[src/rtl/mmp_ram.sv]
// generic single write, single read ram with registered read data
// no dependencies
`default_nettype none
module mmp_ram #(
  parameter int WIDTH = 32,
  parameter int DEPTH = 16
) (
  input  wire logic                     clk,
  input  wire logic                     we,
  input  wire logic [$clog2(DEPTH)-1:0] waddr,
  input  wire logic [WIDTH-1:0]         wdata,
  input  wire logic [$clog2(DEPTH)-1:0] raddr,
  output logic      [WIDTH-1:0]         rdata
);
  logic [WIDTH-1:0] mem [DEPTH];

  always_ff @(posedge clk) begin
    if (we) begin
      mem[waddr] <= wdata;
    end
    rdata <= mem[raddr];
  end
endmodule
`default_nettype wire

[config.mk]
export PLATFORM = sky130hd
export DESIGN_NAME = mmp_ram
export DESIGN_NICKNAME = d
export VERILOG_FILES = /design/src/rtl/mmp_ram.sv
export SDC_FILE = /design/constraint.sdc
export NUM_CORES = 1
export LEC_CHECK = 0
export BUFFER_PORTS_ARGS = -buffer_cell sky130_fd_sc_hd__buf_2
export CORE_ASPECT_RATIO = 1.25
export CORE_UTILIZATION = 50
export CTS_CLUSTER_SIZE = 12
export DETAILED_ROUTE_END_ITERATION = 16
export HOLD_SLACK_MARGIN = 0.15
export PLACE_DENSITY = 0.65
export SLEW_MARGIN = 15
export SYNTH_ARGS = -nofsm -noshare
export SYNTH_HDL_FRONTEND = slang
export SYNTH_SLANG_ARGS = --single-unit
[constraint.sdc]
create_clock -name clk -period 3.3 [get_ports clk]
set_input_delay 0 -clock clk [delete_from_list [all_inputs] [get_ports clk]]
set_output_delay 0 -clock clk [all_outputs]
set_load 0.02 [all_outputs]
== Word-level counts from Yosys, hierarchy flattened ==
Memories as Yosys holds them, arrays and structs flattened. A register that Yosys moved wholly into a read port is not among the register bits.
Index checks and enable logic that the tools add are counted.
Operators by class
  $add $sub $neg: 0
  magnitude comparators: 0
  bitwise operators: 0
  multiplexer cells: 2
  multipliers: 0
  div/mod/pow operators: 0
  equal/unequal tests: 0
  reductions and logical operators: 0
  shifts and indexed selects: 0
Operators with widths (count)
  1-bit two-way mux: 2
Word-level totals
  register bits after elaboration: 0
  ROM bits: 0
  memories kept: 1
  output and inout port bits: 32
  latch bits: 0
  logic and storage cells: 3
  bits in writable memories: 512
Memory list
  mem: words 16, bits a word 32, rd ports 1, clocked after Yosys merged registers in 1, write ports 1, line 15  | logic [WIDTH-1:0] mem [DEPTH];

== Longest topological paths before layout ==
  word-level depth: 2
  mapped depth: 5
  depth with buffers taken out: 3

== Worst setup path after synthesis ==
No wires, ideal clock.
  kind: in2reg
  start: input waddr[2]
  end: memory mem[0][0], enable pin
  path slack: 0.120 ns
  required time: 2.839 ns
  library setup time: 0.461 ns
  stages on the path: 2
  arrival time: 2.718 ns
  cell sequence: or3b_2 nor3_1
RTL lines
  from (decl): line 10  | input wire logic [$clog2(DEPTH)-1:0] waddr,
  to (decl): line 15
No word-level cell before the write port.

== Worst setup path in the final report ==
  start: input waddr[2]
  end: memory mem[1][12], enable pin
No word-level cell before the write port.

==> flow_summary.json <==
{
  "status": "complete, no violations",
  "gp_congestion": 0.718,
  "die-width_um": 180,
  "synth_cell_type_count": 18,
  "power_uw": 14100,
  "cpMostUsedCell": "dlygate4sd3_1",
  "fin_ws_ns": 0.934,
  "cts.sinks": 544,
  "grt_pass1_wl_mm": 60.3,
  "cts_tree": "yes",
  "worstReg2RegStart": "mem[3][8]",
  "detail-route-antenna-nets": 0,
  "fin_setup_tns_ns": 0,
  "cts_buffers": 53,
  "postSynthAreaPerCell_sq_um": 23.7,
  "hold_buffers": 42,
  "syn_area_sq_um": 19900,
  "drive_gt1_share_pct": 30.3,
  "hold_viol": 0,
  "nets": 1035,
  "drt_wl_total_mm": 40.2,
  "fp.coreArea_sq_um": 39100,
  "vias_per_cell": 5.91,
  "cts_buffer_depth": 3,
  "ys_seq_area_share_pct": 80.7,
  "htreeDepth": 2,
  "crit_arrival_ns": 2.63,
  "post_cts_buffers": 0,
  "die_h_um": 225,
  "antenna_found_initial": 0,
  "wire_per_inst_um": 26.3,
  "cp-start-kind": "input port",
  "placed_cells": 1394,
  "finClkSkew_ns": 0.00907,
  "final_common_cell": "edfxtp_1",
  "min_path_type": "input port to register",
  "yosysWarningCount": 0,
  "diodes": 0,
  "num_vias": 9042,
  "worst_pin_slew_ns": 1.04,
  "r2r_end": "rdata[8]",
  "path_class": "input port to register",
  "grt_max_degree": 49,
  "postCtsResizedCells": 0,
  "setup_violations": 0,
  "rsz0062_at_grt": "no",
  "slew_headroom_pct": 30.4,
  "final_core_util_pct": 59.0,
  "slew_violations": 0,
  "dp_hpwl_mm": 20.9,
  "fmax_mhz": 423,
  "post-route-min-period_ns": 2.37,
  "hold_path.startpoint": "raddr[1]",
  "grt_pass1_vias": 9524,
  "path_clk_slew_ns": 0.06,
  "first_pass_iters": 5,
  "dr.first_iter.drc_count": 791,
  "drc": 0,
  "grt.total_usage_pct": 20.4,
  "clk_latency_ns": 0.57,
  "max_stage_delay_ns": 0.62,
  "vdd_drop_max_mv": 0.427,
  "cellPowerDensity_nw_per_um2": 612,
  "holdPathStages": 4,
  "die_area_sq_um": 40500,
  "final_cell_mix": "edfxtp_1, mux4_2, buf_2",
  "num_io_pins": 74,
  "cp_slowest_cell": "dlygate4sd3_1",
  "synth_cells": 838,
  "ys_ff_latch": 544,
  "nFillCells": 2805,
  "r2r_cells": 4,
  "portBuffers": 73,
  "path_cells": "dlygate4sd3_1 > buf_2 > or3b_2 > dlygate4sd3_1 > nor2_4 > buf_12",
  "fin_crit_sh_pct": 71.7,
  "layoutNonFillerInstCount": 1529,
  "rows": 81,
  "cp_max_fo": 17,
  "dp_slack_ns": 1.37,
  "cp_data_required_time_ns": 3.57,
  "maxCapViolCount": 0,
  "leakage_uw": 0.00744,
  "r2r_slack_ns": 1.55,
  "endpoint_kind": "register",
  "syn_nets": 880,
  "areaGrowthSynthToFinish_pct": 16.3,
  "floorplan.initialDensity_pct": 50.8,
  "hold_end": "rdata[11]",
  "overflow": 0,
  "root_buffer": "clkbuf_16"
}
[registers in the layout (all words and copies together), names as in the netlist]
signal and cells:
mem 512, rdata 32
[cells in the mapped netlist]
cell / instances / area (sq um)
or3b_2: 1 / 8.76
nor2b_1: 2 / 12.5
and2_1: 1 / 6.26
nand3_1: 1 / 5.00
buf_6: 2 / 22.5
a22oi_1: 64 / 480
nand3b_1: 2 / 15.0
edfxtp_1: 512 / 15400
nand2b_1: 2 / 12.5
buf_4: 11 / 82.6
nor2_1: 13 / 48.8
mux4_2: 128 / 2880
buf_1: 9 / 33.8
buf_2: 4 / 20.0
clkbuf_1: 17 / 63.8
dfxtp_1: 32 / 641
nor3_1: 4 / 20.0
nand2_1: 33 / 124
[final cells by class]
cell class / count / area, sq um / area share, %
Tap cell: 498 / 623 / 2.70
Sequential cell: 544 / 16000 / 69.3
Clock buffer: 89 / 1530 / 6.64
Clock inverter: 4 / 52.6 / 0.228
Multi-Input combinational cell: 251 / 3750 / 16.2
Timing Repair Buffer: 143 / 1120 / 4.85
[cell families (layout without fill, tap and decap cells)]
kind of cell	count (synthesis)	in the layout	synth area share, %
mux	128	128	14.5
compound gates	64	64	2.42
buf+inv	43	236	1.12
simple gates	59	59	1.27
flops	544	544	80.7
[metal layers]
layer  vias to the layer above  part of all wire (%)  routed length (um)  GRT usage [%]
li1                       3885                     -                   -              -
met4                         0                   2.2                 876           6.01
met5                         -                     0                   0              0
met3                        72                   4.6                1850           2.61
met2                       247                    52               20700           35.3
met1                      4838                    42               16700           27.4
[worst max-delay path by stage]
stage              from          to  slack, ns  cells past startpoint
6_report       waddr[2]  mem[1][12]       0.93                      6
2_1_floorplan  waddr[2]   mem[0][0]       0.12                      2
3_5_place_dp   raddr[0]   rdata[26]       1.37                      5
3_3_place_gp   raddr[0]    rdata[1]       1.36                      5
5_1_grt        waddr[2]  mem[2][30]       0.87                      6
4_1_cts        waddr[2]   mem[1][5]       0.92                      6
[critical path: cells and delay by family]
| family | cells | cell delay (ns) |
|---|---|---|
| buffers and inverters | 4 | 1.54 |
| and+or+nand+nor | 2 | 1.05 |
[per-stage QoR]
stage	area, sq um	hold slack [ns]
final	23100	0.180
after global routing	23100	0.212
after CTS	23100	0.168
after detailed placement	21100	0.388
after global placement	21100	0.374
after floorplan	19900	0.0989
[power breakdown]
group	internal, uW	switching, uW	total, uW
Clock	3220	2380	5600
Sequential	7720	48.0	7770
Combinational	315	441	756
Note: power is estimated with default switching activity, not from simulation.
