===== config.mk =====
export PLATFORM = sky130hd
export DESIGN_NAME = mmp_divider
export DESIGN_NICKNAME = d
export VERILOG_FILES = /design/src/rtl/mmp_pkg.sv /design/src/rtl/mmp_divider.sv
export SDC_FILE = /design/constraint.sdc
export NUM_CORES = 1
export LEC_CHECK = 0
export ABC_AREA = 0
export BUFFER_PORTS_ARGS = -buffer_cell sky130_fd_sc_hd__buf_4
export CORE_MARGIN = 2
export CORE_UTILIZATION = 50
export DETAILED_ROUTE_END_ITERATION = 10
export GPL_TIMING_DRIVEN = 0
export PLACE_DENSITY = 0.72
export SLEW_MARGIN = 30
export SYNTH_ARGS = -nofsm -noshare
export SYNTH_HDL_FRONTEND = slang
export SYNTH_SLANG_ARGS = --single-unit

===== constraint.sdc =====
create_clock -name clk -period 6.6 [get_ports clk]
set_input_delay 1.98 -clock clk [delete_from_list [all_inputs] [get_ports clk]]
set_output_delay 1.98 -clock clk [all_outputs]
set_load 0.005 [all_outputs]

===== src/rtl/mmp_pkg.sv =====
// shared types and constants of the mixture posterior block
// no dependencies
`default_nettype none
package mmp_pkg;

  typedef enum logic [1:0] {
    OP_WRITE_PRIOR    = 2'd0,
    OP_WRITE_CATEGORY = 2'd1,
    OP_SAMPLE         = 2'd2,
    OP_NONE           = 2'd3
  } op_t;

  typedef enum logic [3:0] {
    ST_IDLE,
    ST_LOAD_RD,
    ST_LOAD_WR,
    ST_MUL_RD,
    ST_MUL_EX,
    ST_MUL_WR,
    ST_NORM_FIND,
    ST_NORM_RD,
    ST_NORM_WR,
    ST_SUM_RD,
    ST_SUM_ACC,
    ST_DIV_RD,
    ST_DIV_START,
    ST_DIV_WAIT,
    ST_DIV_OUT
  } st_t;

  typedef struct packed {
    logic busy;
    logic done;
  } div_stat_t;

  localparam logic [31:0] Q_ONE            = 32'h8000_0000;
  localparam logic [11:0] EXP_MAX          = 12'd4095;
  localparam logic        REG_CLUSTER_COUNT = 1'b0;
  localparam int          SUM_W            = 36;
  localparam int          RESULT_LIMIT     = 16;

endpackage
`default_nettype wire


===== src/rtl/mmp_divider.sv =====
// iterative restoring divider, one quotient bit per cycle: (p << 31) / sum
// depends on mmp_pkg
`default_nettype none
module mmp_divider import mmp_pkg::*; (
  input  wire logic             clk,
  input  wire logic             rst_n,
  input  wire logic             start,
  input  wire logic [31:0]      dividend,
  input  wire logic [SUM_W-1:0] divisor,
  output div_stat_t             stat,
  output logic      [31:0]      quotient
);
  logic             busy_r, done_r, low_r;
  logic [4:0]       cnt_r;
  logic [SUM_W-1:0] rem_r, div_r, rem_nxt;
  logic [31:0]      q_r;
  logic [SUM_W:0]   rem_sh;
  logic             ge;

  always_comb begin
    rem_sh  = {rem_r, (cnt_r == 5'd31) ? low_r : 1'b0};
    ge      = rem_sh >= {1'b0, div_r};
    rem_nxt = ge ? SUM_W'(rem_sh - {1'b0, div_r}) : rem_sh[SUM_W-1:0];
  end

  always_ff @(posedge clk) begin
    if (!rst_n) begin
      busy_r <= 1'b0;
      done_r <= 1'b0;
    end else if (start) begin
      busy_r <= 1'b1;
      done_r <= 1'b0;
    end else if (busy_r && cnt_r == 5'd0) begin
      busy_r <= 1'b0;
      done_r <= 1'b1;
    end
  end

  always_ff @(posedge clk) begin
    if (start) begin
      cnt_r <= 5'd31;
      rem_r <= SUM_W'(dividend >> 1);
      low_r <= dividend[0];
      div_r <= divisor;
    end else if (busy_r) begin
      cnt_r <= cnt_r - 5'd1;
      rem_r <= rem_nxt;
      q_r   <= {q_r[30:0], ge};
    end
  end

  assign stat.busy = busy_r;
  assign stat.done = done_r;
  assign quotient  = q_r;
endmodule
`default_nettype wire


### After elaboration in Yosys (flattened, before gate mapping)

Index checks and enable logic that the tools add are counted.

* output and inout port bits: 34
* bits in registers: 112
* logic and storage cells: 26
* input bits: 71

* reductions and logical operators: 6
* add/sub/neg operators: 2
* bitwise operators: 2
* eq/ne operators: 1
* $lt $le $gt $ge: 1
* mux-type cells: 6

Operators by type and width (number)
* two-way mux 31 bit: 2
* >= comparator 37 x 36 -> 1 bit: 1
* two-way mux 36 bit: 1
* subtractor 36 bit: 1
* == test 5 bit (second input constant): 1
* logical NOT 5 bit: 1
* subtractor 5 x 1 -> 5 bit (second input constant): 1
* nonzero test 2 bit: 2
* two-way mux 1 bit: 3
* NOT 1 bit: 2
* AND reduction 2 bit: 1
* OR reduction 2 bit: 1
* logical AND 1 bit: 1

### Longest topological paths before layout

Gate-level depths: netlist (run 1).

* depth after elaboration: 6
* depth in mapped cells: 15
* depth with buffers taken out: 14

### Least setup slack after synthesis (run 1)

No wires, ideal clock.

* path type: input to register
* start point: input port start
* end point: register rem_r[34]
* buffers on the path: 1
* slack: 2415 ps
* data arrival time: 4105 ps
* cell stages on the path: 4
* required time: 6520 ps
* library setup time: 80 ps
* path through: clkbuf_1 -> nor2_1 -> nand2_1 -> o21ai_0

RTL lines
* start: declaration: RTL line mmp_divider.sv:7 `input wire logic start,`
* end signal: assignment: RTL line mmp_divider.sv:42 `rem_r <= SUM_W'(dividend >> 1);`
* end signal: assignment: RTL line mmp_divider.sv:47 `rem_r <= rem_nxt;`
* end: declaration: RTL line mmp_divider.sv:15 `logic [SUM_W-1:0] rem_r, div_r, rem_nxt;`

### Final worst setup path (run 1)

* start point: register cnt_r[0]
* end point: register rem_r[28] (data pin)

* cells in the longest elaborated chain, start to end: 6
* elaborated cells on any way between the ends: 7
* classes of those cells: add/sub (1); order compare (1); eq/ne (1); mux (4)

Ends and longest elaborated chain
* start: declaration: RTL line mmp_divider.sv:14 `logic [4:0] cnt_r;`
* start signal: assignment: RTL line mmp_divider.sv:46 `cnt_r <= cnt_r - 5'd1;`
* == test 5 bit (*): RTL line mmp_divider.sv:21 `rem_sh = {rem_r, (cnt_r == 5'd31) ? low_r : 1'b0};`
* two-way mux 1 bit (*): RTL line mmp_divider.sv:21
* subtractor 36 bit or >= comparator 37 x 36 -> 1 bit (tied branches): RTL line mmp_divider.sv:23, mmp_divider.sv:22
* two-way mux 36 bit (*): RTL line mmp_divider.sv:23 `rem_nxt = ge ? SUM_W'(rem_sh - {1'b0, div_r}) : rem_sh[SUM_W-1:0];`
* two-way mux 31 bit (*): RTL line mmp_divider.sv:45 `end else if (busy_r) begin`
* two-way mux 31 bit (*): RTL line mmp_divider.sv:40 `if (start) begin`

Every way passes the cells marked *; elsewhere a longest branch is shown, timed or not. The select of a mux whose other input is x is not followed.
A chain may end at the register's enable or synchronous reset.

==> results.ini, run 1 <==
[synthesis]
synth_ff_type=edfxtp_1
ys_async_sr_fraction_pct=0
netlist_instances=548
yosysMostFrequentCell=edfxtp_1
yosys-top-cells-count=100 x edfxtp_1, 45 x inv_1, 39 x ha_1
netlist_area_mm2=0.00640
ys_seq_area_share_pct=50.7
synth-seq-cells=112
syn_area_per_cell_um2=11.7
synth-edff-count=100
synth_cell_types=58
yosys_warnings=0
post-synth-top-area-cell=edfxtp_1
syn-num-nets=659
netlist.area_leader.share_pct=46.9
synthTopCellsByArea=edfxtp_1 47%, ha_1 7.6%, mux2_2 4.6%

[critical_path]
cp-end-kind=register
slowest_delay_ns=0.55
r2r_end=rem_r[28]
cp_max_fo=4
cp.required_ns=6.71
crit_arrival_ns=4.40
r2r_slack_ns=2.31
path_cells=ha_1 > nand3_1 > ha_1 > inv_1 > fa_1 > a211oi_1 > o21ai_0 > o31ai_1 > a21oi_1 > a21oi_1 > o21ai_0 > xor2_1 > mux2_4 > mux2_2
path_buf_inv=1
path_depth=14
cp-startpoint=cnt_r[0]
cp-start-kind=register
worstSetupPathType=reg2reg
worstSetupEndpoint=rem_r[28]
worstRegToRegCells=14
cp_slowest_cell=o31ai_1
critical_path.top_delay_family=compound AO/OA/AOI/OAI gates
r2r_start=cnt_r[0]

[placement]
gp_congestion=0.872
dp_hpwl_um=10500
port_buffers=104
place_ws_ns=2.23

[timing]
whs_ns=0.456
fmax_mhz=233
max-slew-margin-rel_pct=47.0
period_minus_slack_ns=4.29
setup_viol=0
hold_viol_final=0
rsz0062_at_grt=false
tns_ns=0
clock_skew_ns=0.00884
slew_violations=0
fin_crit_sh_pct=65.0
finalWorstSetupSlack_ns=2.31
tightestPinTransition_ns=0.794

[die]
die_h_um=117
start_util_pct=50.9
placementRows=41
core_area_mm2=0.0126
dieArea_mm2=0.0137
ios=105
die_w_um=117

[finish]
antenna_cells=0
drive_gt1_share_pct=27.1
layout-area-overhead-vs-synth_pct=20.6
fin_nets=775
fill_cells=1035
final_core_util_pct=61.5

[global_route]
grt_pass1_wl_um=22800
grt.overflow.total=0
grt_pass1_vias=4703
grtUsageTotal_pct=21.6
grt_max_degree=39
antenna_found_initial=0

[power]
power_leakage_nw=3.24
irDropWorstVdd_mv=0.163
p_per_area_mw_per_mm2=257
power.total_mw=1.98

[clock_network]
postCtsHoldBufs=0
numCtsBuffers=9
clockBufferDepth=2
clock_latency_ns=0.36
cts_sinks=112
cts_setup_buffers=0
cts_resized=0
htree_levels=3
cts_root_buf=clkbuf_16
tritoncts=yes
clkTransAtPathRegs_ns=0.08

[flow_run]
maxCapViolCount=0

[outcome]
outcome=complete, no violations

[drt]
totalWireLength_um=14100
dr.pass1.iters=5
drc=0
vias=4638
wl_per_cell_um=16.7
vias_per_cell=5.51
drtIter0Drc=300
drt.antenna.violating_nets=0

[worst_hold_path]
hold_class=reg2reg

## layer usage
layer | track usage, % | wire (µm)
met1 | 29.4 | 6390
met5 | 0 | 0
met2 | 34.4 | 6560
met3 | 5.10 | 864
met4 | 7.22 | 266
## layout by cell type (no fill, tap or decap), types with 5 or more instances in the layout
master and instances:
buf_4 107, edfxtp_1 100, inv_1 44, ha_1 39, a21oi_1 35, o21ai_0 32
nand2_1 30, mux2_2 26, nor2_1 23, xnor2_1 19, xor2_1 17, a21o_1 17
mux2_4 17, clkbuf_1 12, dfxtp_1 12, nand3_1 11, nor3_1 9, clkbuf_16 9
nand4_1 8, mux2i_1 8, nor2b_1 7, nand2b_1 6, o21bai_1 5
## kinds of logic (layout without fill, tap and decap cells)
family	Yosys count	in the layout	synth area share, %
AO/OA/AOI/OAI	128	128	13.1
AND/OR/NAND/NOR	114	114	9.03
flip-flops	112	112	50.7
buffers and inverters	66	187	4.40
multiplexers	52	52	9.99
adder cells (fa/ha/maj)	40	40	7.93
XOR/XNOR	36	36	4.92
## flip-flops by register name, indices dropped and copies added (netlist names)
| name | count |
|---|---|
| rem_r | 36 |
| div_r | 36 |
| low_r | 1 |
| cnt_r | 5 |
| done_r | 1 |
| quotient | 32 |
| busy_r | 1 |
## final cells by class
cell class              instances  area (µm²)  area share, %
flip-flops and latches        112        3240           42.0
inverters                      46         175           2.27
plain buffers                  20         106           1.38
clock buffers                  10         229           2.96
clock inverters                 6        61.3          0.794
multi-input cells             370        2890           37.4
well taps                     172         215           2.79
repair buffers                105         808           10.5
## metrics by stage
step	area (µm²)	instances
floorplan	6400	548
global placement	7400	824
detailed placement	7430	825
CTS	7720	841
global route	7720	841
finish	7720	841
## power breakdown
group / internal [mW] / switching (mW)
registers: 0.838 / 0.0277
clock network: 0.267 / 0.270
logic: 0.268 / 0.315
## worst reg2reg max path: stages, from the launching register on
cell,delay [ns]
dfxtp_1,0.35
ha_1,0.21
nand3_1,0.12
ha_1,0.20
inv_1,0.06
fa_1,0.44
a211oi_1,0.26
o21ai_0,0.25
o31ai_1,0.55
a21oi_1,0.23
a21oi_1,0.48
o21ai_0,0.21
xor2_1,0.17
mux2_4,0.27
mux2_2,0.25
## worst min-delay path by stage
stage                       startpoint      endpoint  slack (ns)  cells after the start
after global routing      quotient[16]  quotient[17]        0.47                      0
after floorplan              rem_r[35]     rem_r[35]        0.44                      2
after detailed placement  quotient[27]  quotient[28]        0.43                      0
after global placement    quotient[27]  quotient[28]        0.44                      0
after CTS                 quotient[27]  quotient[28]        0.45                      0
final                     quotient[27]  quotient[28]        0.46                      0
Note: power is estimated with default switching activity, not from simulation.
==> inputs of run 2 (changes only) <==
ABC_AREA = 1   (was 0)
PLACE_DENSITY = 0.74   (was 0.72)
clock period = 3.8 ns   (was 6.6 ns; I/O delays follow)
==> results.ini, run 2 <==
[global_route]
grtUsageTotal_pct=24.0  ; +2.4 points
grt_use_met3_pct=4.17  ; -0.93 points
antenna_found_initial=0  ; unchanged
grt_max_degree=40  ; +2.6%
grt_pass1_vias=6009  ; +28%
gr-usage-met2_pct=37.6  ; +3.2 points
grt_busiest_layer=met2
met1_usage_pct=33.6  ; +4.3 points
grt_pass1_wl_um=29600  ; +30%
grt.overflow.total=0  ; unchanged

[die]
dieArea_mm2=0.0155  ; +13%
core_area_mm2=0.0144  ; +14%
start_util_pct=50.5  ; -0.44 points
ios=105  ; unchanged
die_w_um=124  ; +6.2%
placementRows=44  ; +7.3%
die_h_um=124  ; +6.2%

[placement]
dp_hpwl_um=14000  ; +34%
port_buffers=104  ; unchanged
postPlaceCellArea_mm2=0.00830  ; +12%
gp_congestion=0.925  ; +6.1%
place_inst=1226  ; +49%
place_ws_ns=0.0773  ; -2.15 ns

[synthesis]
synth-adder-area-share_pct=7.00  ; -0.93 points
syn_area_per_cell_um2=7.74  ; -34%
synth-seq-cells=112  ; unchanged
netlist_instances=937  ; +71%
post-synth-top-area-cell=edfxtp_1
yosys-top-cells-count=350 x nand2_1, 151 x inv_1, 100 x edfxtp_1
netlist.area_leader.share_pct=41.4  ; -5.5 points
synthTopCellsByArea=edfxtp_1 41%, nand2_1 18%, inv_1 7.8%
synth-compound-area-share_pct=3.47  ; -9.6 points
synth_cell_types=38  ; -34%
yosys_warnings=0  ; unchanged
yosysMostFrequentCell=nand2_1
synthSimpleGateAreaFrac_pct=33.0  ; +24 points
syn-num-nets=1048  ; +59%
synthXorXnorAreaFrac_pct=2.05  ; -2.9 points
ys_async_sr_fraction_pct=0  ; unchanged
synth_top_family_by_area=simple AND/OR/NAND/NOR gates
netlist_area_mm2=0.00726  ; +13%
ys_seq_area_share_pct=44.7  ; -6.0 points
synth_mux_area_share_pct=0  ; -10 points
synth-edff-count=100  ; unchanged
synth_ff_type=edfxtp_1

[critical_path]
worstSetupEndpoint=rem_r[22]
slowest_delay_ns=0.70  ; +0.15 ns
r2r_slack_ns=0.92  ; -1.39 ns
r2r_end=rem_r[24]
cp-start-kind=primary input
cp_max_fo=39  ; +35
cp.required_ns=3.79  ; -2.92 ns
cp-end-kind=register
crit_arrival_ns=3.30  ; -1.10 ns
r2r_start=cnt_r[0]
critical_path.top_delay_family=buffers and inverters
path_buf_inv=3  ; +2
cp-startpoint=start
worstSetupPathType=in2reg
cp_slowest_cell=inv_2
worstRegToRegCells=18  ; +4
path_depth=4  ; -10
path_cells=buf_4 > clkbuf_1 > nor2_1 > inv_2

[worst_hold_path]
hold_class=reg2reg

[clock_network]
cts_sinks=112  ; unchanged
numCtsBuffers=9  ; unchanged
tritoncts=yes
clock_latency_ns=0.36  ; about the same
cts_setup_buffers=0  ; unchanged
htree_levels=3  ; unchanged
cts_resized=0  ; unchanged
clkTransAtPathRegs_ns=0.07  ; about the same
postCtsHoldBufs=0  ; unchanged
clockBufferDepth=2  ; unchanged
cts_root_buf=clkbuf_16

[power]
power_leakage_nw=4.32  ; +33%
p_sw_share_pct=35.2  ; +4.3 points
irDropWorstVdd_mv=0.260  ; +60%
comb_power_share_pct=34.9  ; +5.6 points
p_per_area_mw_per_mm2=434  ; +69%
seq_power_share_pct=40.6  ; -3.0 points
power.internal_mw=2.42  ; +76%
p_clk_share_pct=24.5  ; -2.5 points
p_sw_mw=1.31  ; +110%
power.total_mw=3.73  ; +88%

[drt]
drtIter0Drc=363  ; +21%
vias=6191  ; +33%
vias_per_cell=4.98  ; -9.6%
wl_per_cell_um=14.6  ; -13%
totalWireLength_um=18100  ; +28%
dr.pass1.iters=5  ; unchanged
drt.antenna.violating_nets=0  ; unchanged
drc=0  ; unchanged

[timing]
whs_ns=0.449  ; -0.00607 ns
finalWorstSetupSlack_ns=0.492  ; -1.82 ns
fmax_mhz=302
clock_skew_ns=0.00977  ; +0.000932 ns
tns_ns=0  ; unchanged
period_minus_slack_ns=3.31
slew_violations=0  ; unchanged
hold_viol_final=0  ; unchanged
tightestPinTransition_ns=0.819  ; +0.0255 ns
max-slew-margin-rel_pct=45.3  ; -1.7 points
rsz0062_at_grt=false
setup_viol=0  ; unchanged
fin_crit_sh_pct=87.1

[finish]
fin_nets=1164  ; +50%
final_common_cell=nand2_1
layout-area-overhead-vs-synth_pct=18.2
final_area_mm2=0.00858  ; +11%
antenna_cells=0  ; unchanged
multi_input_area_mm2=0.00331  ; +15%
ff_latch_area_mm2=0.00324  ; unchanged
drive_gt1_share_pct=14.2  ; -13 points
stdcell_count=1242  ; +48%
mostFrequentLayoutCells=350 x nand2_1, 150 x inv_1, 109 x buf_4, 100 x edfxtp_1, 63 x nand3_1
fill_cells=1395  ; +35%
final_core_util_pct=59.7  ; -1.8 points

[outcome]
outcome=complete, no violations

[flow_run]
maxCapViolCount=0  ; unchanged

==> run 2: cell types whose count changed in the layout (fill, tap and decap cells not counted), moves of 7 or more <==
| cell | change |
|---|---|
| a21o_1 | -14 |
| a21oi_1 | -8 |
| inv_1 | +106 |
| mux2_2 | -26 |
| mux2_4 | -17 |
| mux2i_1 | -8 |
| nand2_1 | +320 |
| nand3_1 | +52 |
| nand3b_1 | +44 |
| nor2_1 | +38 |
| nor2b_1 | -7 |
| o21ai_0 | -22 |
| xor2_1 | -15 |
==> run 2: layer usage <==
layer | wire length, µm | vias to the layer above | share of wire [%]
met3 | 843 | 30 | 4.7
met4 | 560 | 0 | 3.1
li1 | - | 3203 | -
met5 | 0 | - | 0
met1 | 8780 | 2803 | 49
met2 | 7890 | 155 | 44
==> run 2: worst min path at each step <==
| stage | start | depth (start not counted) | to |
|---|---|---|---|
| after CTS | quotient[26] | 0 | quotient[27] |
| after floorplan | done_r | 2 | done_r |
| final | quotient[26] | 0 | quotient[27] |
| after global placement | quotient[9] | 0 | quotient[10] |
| after detailed placement | quotient[21] | 0 | quotient[22] |
| after global routing | quotient[26] | 0 | quotient[27] |
==> run 2: layout make-up <==
type / count / share of cell area, %
multi-input combinational: 651 / 38.6
sequential: 112 / 37.8
timing repair buffer: 105 / 9.42
inverter: 156 / 6.83
clock buffer: 11 / 2.71
tap: 184 / 2.68
buffer: 18 / 1.43
clock inverter: 5 / 0.496
==> run 2: logic make-up (layout without fill, tap and decap cells) <==
family | count (synthesis) | after routing
compound gates | 46 | 46
buf+inv | 174 | 295
xor+xnor | 17 | 17
simple gates | 548 | 548
fa+ha+maj | 40 | 40
flops | 112 | 112
==> run 2: power by group through the flow <==
stage	sequential [mW]	clock (mW)	combinational, mW
after global routing	1.53	0.988	1.47
final	1.51	0.914	1.30
after global placement	1.54	0	1.27
after detailed placement	1.54	0	1.29
after floorplan	1.53	0	0.931
after CTS	1.51	0.930	1.29
==> inputs of run 3 (changes only) <==
CORE_ASPECT_RATIO = 1.75   (was unset)
==> results.ini, run 3 (synthesis results as in run 2) <==
[power]
power_leakage_nw=4.32  ; about the same
power.total_mw=3.75  ; +0.75%
irDropWorstVdd_mv=0.286  ; +9.7%
p_per_area_mw_per_mm2=438  ; +0.75%

[outcome]
outcome=complete, no violations

[drt]
totalWireLength_um=19500  ; +7.7%
vias=6425  ; +3.8%
drtIter0Drc=271  ; -25%
drc=0  ; unchanged
vias_per_cell=5.19  ; +4.1%
wl_per_cell_um=15.7  ; +8.0%
dr.pass1.iters=5  ; unchanged
drt.antenna.violating_nets=0  ; unchanged

[timing]
rsz0062_at_grt=false
fin_crit_sh_pct=79.9  ; -7.1 points
hold_viol_final=0  ; unchanged
finalWorstSetupSlack_ns=0.762  ; +0.270 ns
slew_violations=0  ; unchanged
max-slew-margin-rel_pct=49.6  ; +4.3 points
tightestPinTransition_ns=0.755  ; -0.0643 ns
setup_viol=0  ; unchanged
period_minus_slack_ns=3.04  ; -0.270 ns
fmax_mhz=329  ; +8.9%
clock_skew_ns=0.0140  ; +0.00427 ns
tns_ns=0  ; unchanged

[clock_network]
htree_levels=3  ; unchanged
clockBufferDepth=2  ; unchanged
cts_setup_buffers=0  ; unchanged
clkTransAtPathRegs_ns=0.07  ; about the same
cts_root_buf=clkbuf_16
numCtsBuffers=9  ; unchanged
postCtsHoldBufs=0  ; unchanged
cts_resized=0  ; unchanged
cts_sinks=112  ; unchanged
tritoncts=yes
clock_latency_ns=0.36  ; about the same

[finish]
final_common_cell=nand2_1
fill_cells=1332  ; -4.5%
layout-area-overhead-vs-synth_pct=18.2  ; unchanged
mostFrequentLayoutCells=350 x nand2_1, 150 x inv_1, 109 x buf_4, 100 x edfxtp_1, 63 x nand3_1
antenna_cells=0  ; unchanged
fin_nets=1164  ; unchanged
drive_gt1_share_pct=14.3  ; +0.095 points

[critical_path]
cp-start-kind=primary input
cp_max_fo=39  ; unchanged
worstSetupPathType=in2reg
crit_arrival_ns=3.02  ; -0.28 ns
cp-end-kind=register
cp.required_ns=3.78  ; about the same

[global_route]
grt_pass1_vias=6323  ; +5.2%
grt_max_degree=40  ; unchanged
antenna_found_initial=0  ; unchanged
grt_pass1_wl_um=30500  ; +2.8%
grt.overflow.total=0  ; unchanged
grtUsageTotal_pct=25.8  ; +1.8 points

[placement]
port_buffers=104  ; unchanged
gp_congestion=0.984  ; +6.4%
place_ws_ns=0.341  ; +0.264 ns
dp_hpwl_um=15500  ; +11%

[worst_hold_path]
hold_class=reg2reg

[flow_run]
maxCapViolCount=0  ; unchanged

[die]
ios=105  ; unchanged
dieArea_mm2=0.0155  ; +0.24%
placementRows=58  ; +32%
core_area_mm2=0.0143  ; -0.51%
die_h_um=163  ; +31%
die_w_um=95.1  ; -24%
start_util_pct=50.8  ; +0.26 points

run 3: worst max-delay path: stages:
cell	delay [ns]
buf_4	0.47
clkbuf_1	0.46
nor2_1	0.28
inv_2	0.62
run 3: area by class of cell:
cell class                 instances  area [µm²]  share of cell area, %
multi-input combinational        651        3310                   38.6
sequential                       112        3240                   37.8
timing repair buffer             105         808                   9.42
inverter                         156         586                   6.83
clock buffer                      10         229                   2.67
tap                              180         225                   2.63
buffer                            18         123                   1.43
clock inverter                     6        51.3                  0.598
run 3: routing by layer:
layer	routed length [µm]	vias to the layer above	global-route usage, %
met5	0	-	0
met4	872	0	12.9
met3	721	47	2.44
met2	10600	188	48.3
met1	7270	2982	28.0
li1	-	3208	-
run 3: final timing paths:
path	to	slack, ns	from	cells past startpoint
worst max-delay path	rem_r[20]	0.76	start	4
worst min-delay path	quotient[23]	0.45	quotient[22]	0
worst max register to register	rem_r[24]	0.93	cnt_r[0]	18
worst min register to register	quotient[23]	0.45	quotient[22]	0
run 3: per-stage QoR:
| step | utilization (%) | hold WS [ns] | instance area [µm²] | instances |
|---|---|---|---|---|
| 2_1_floorplan | - | 0.426 | 7260 | 937 |
| 3_3_place_gp | 57.8 | 0.436 | 8260 | 1221 |
| 3_5_place_dp | 58.0 | 0.438 | 8300 | 1222 |
| 4_1_cts | 60.0 | 0.452 | 8580 | 1238 |
| 5_1_grt | 60.0 | 0.469 | 8580 | 1238 |
| 6_report | 60.0 | 0.447 | 8580 | 1238 |
run 3: power by group:
group,switching (mW),internal (mW)
Sequential,0.0509,1.47
Combinational,0.834,0.496
Clock,0.452,0.455
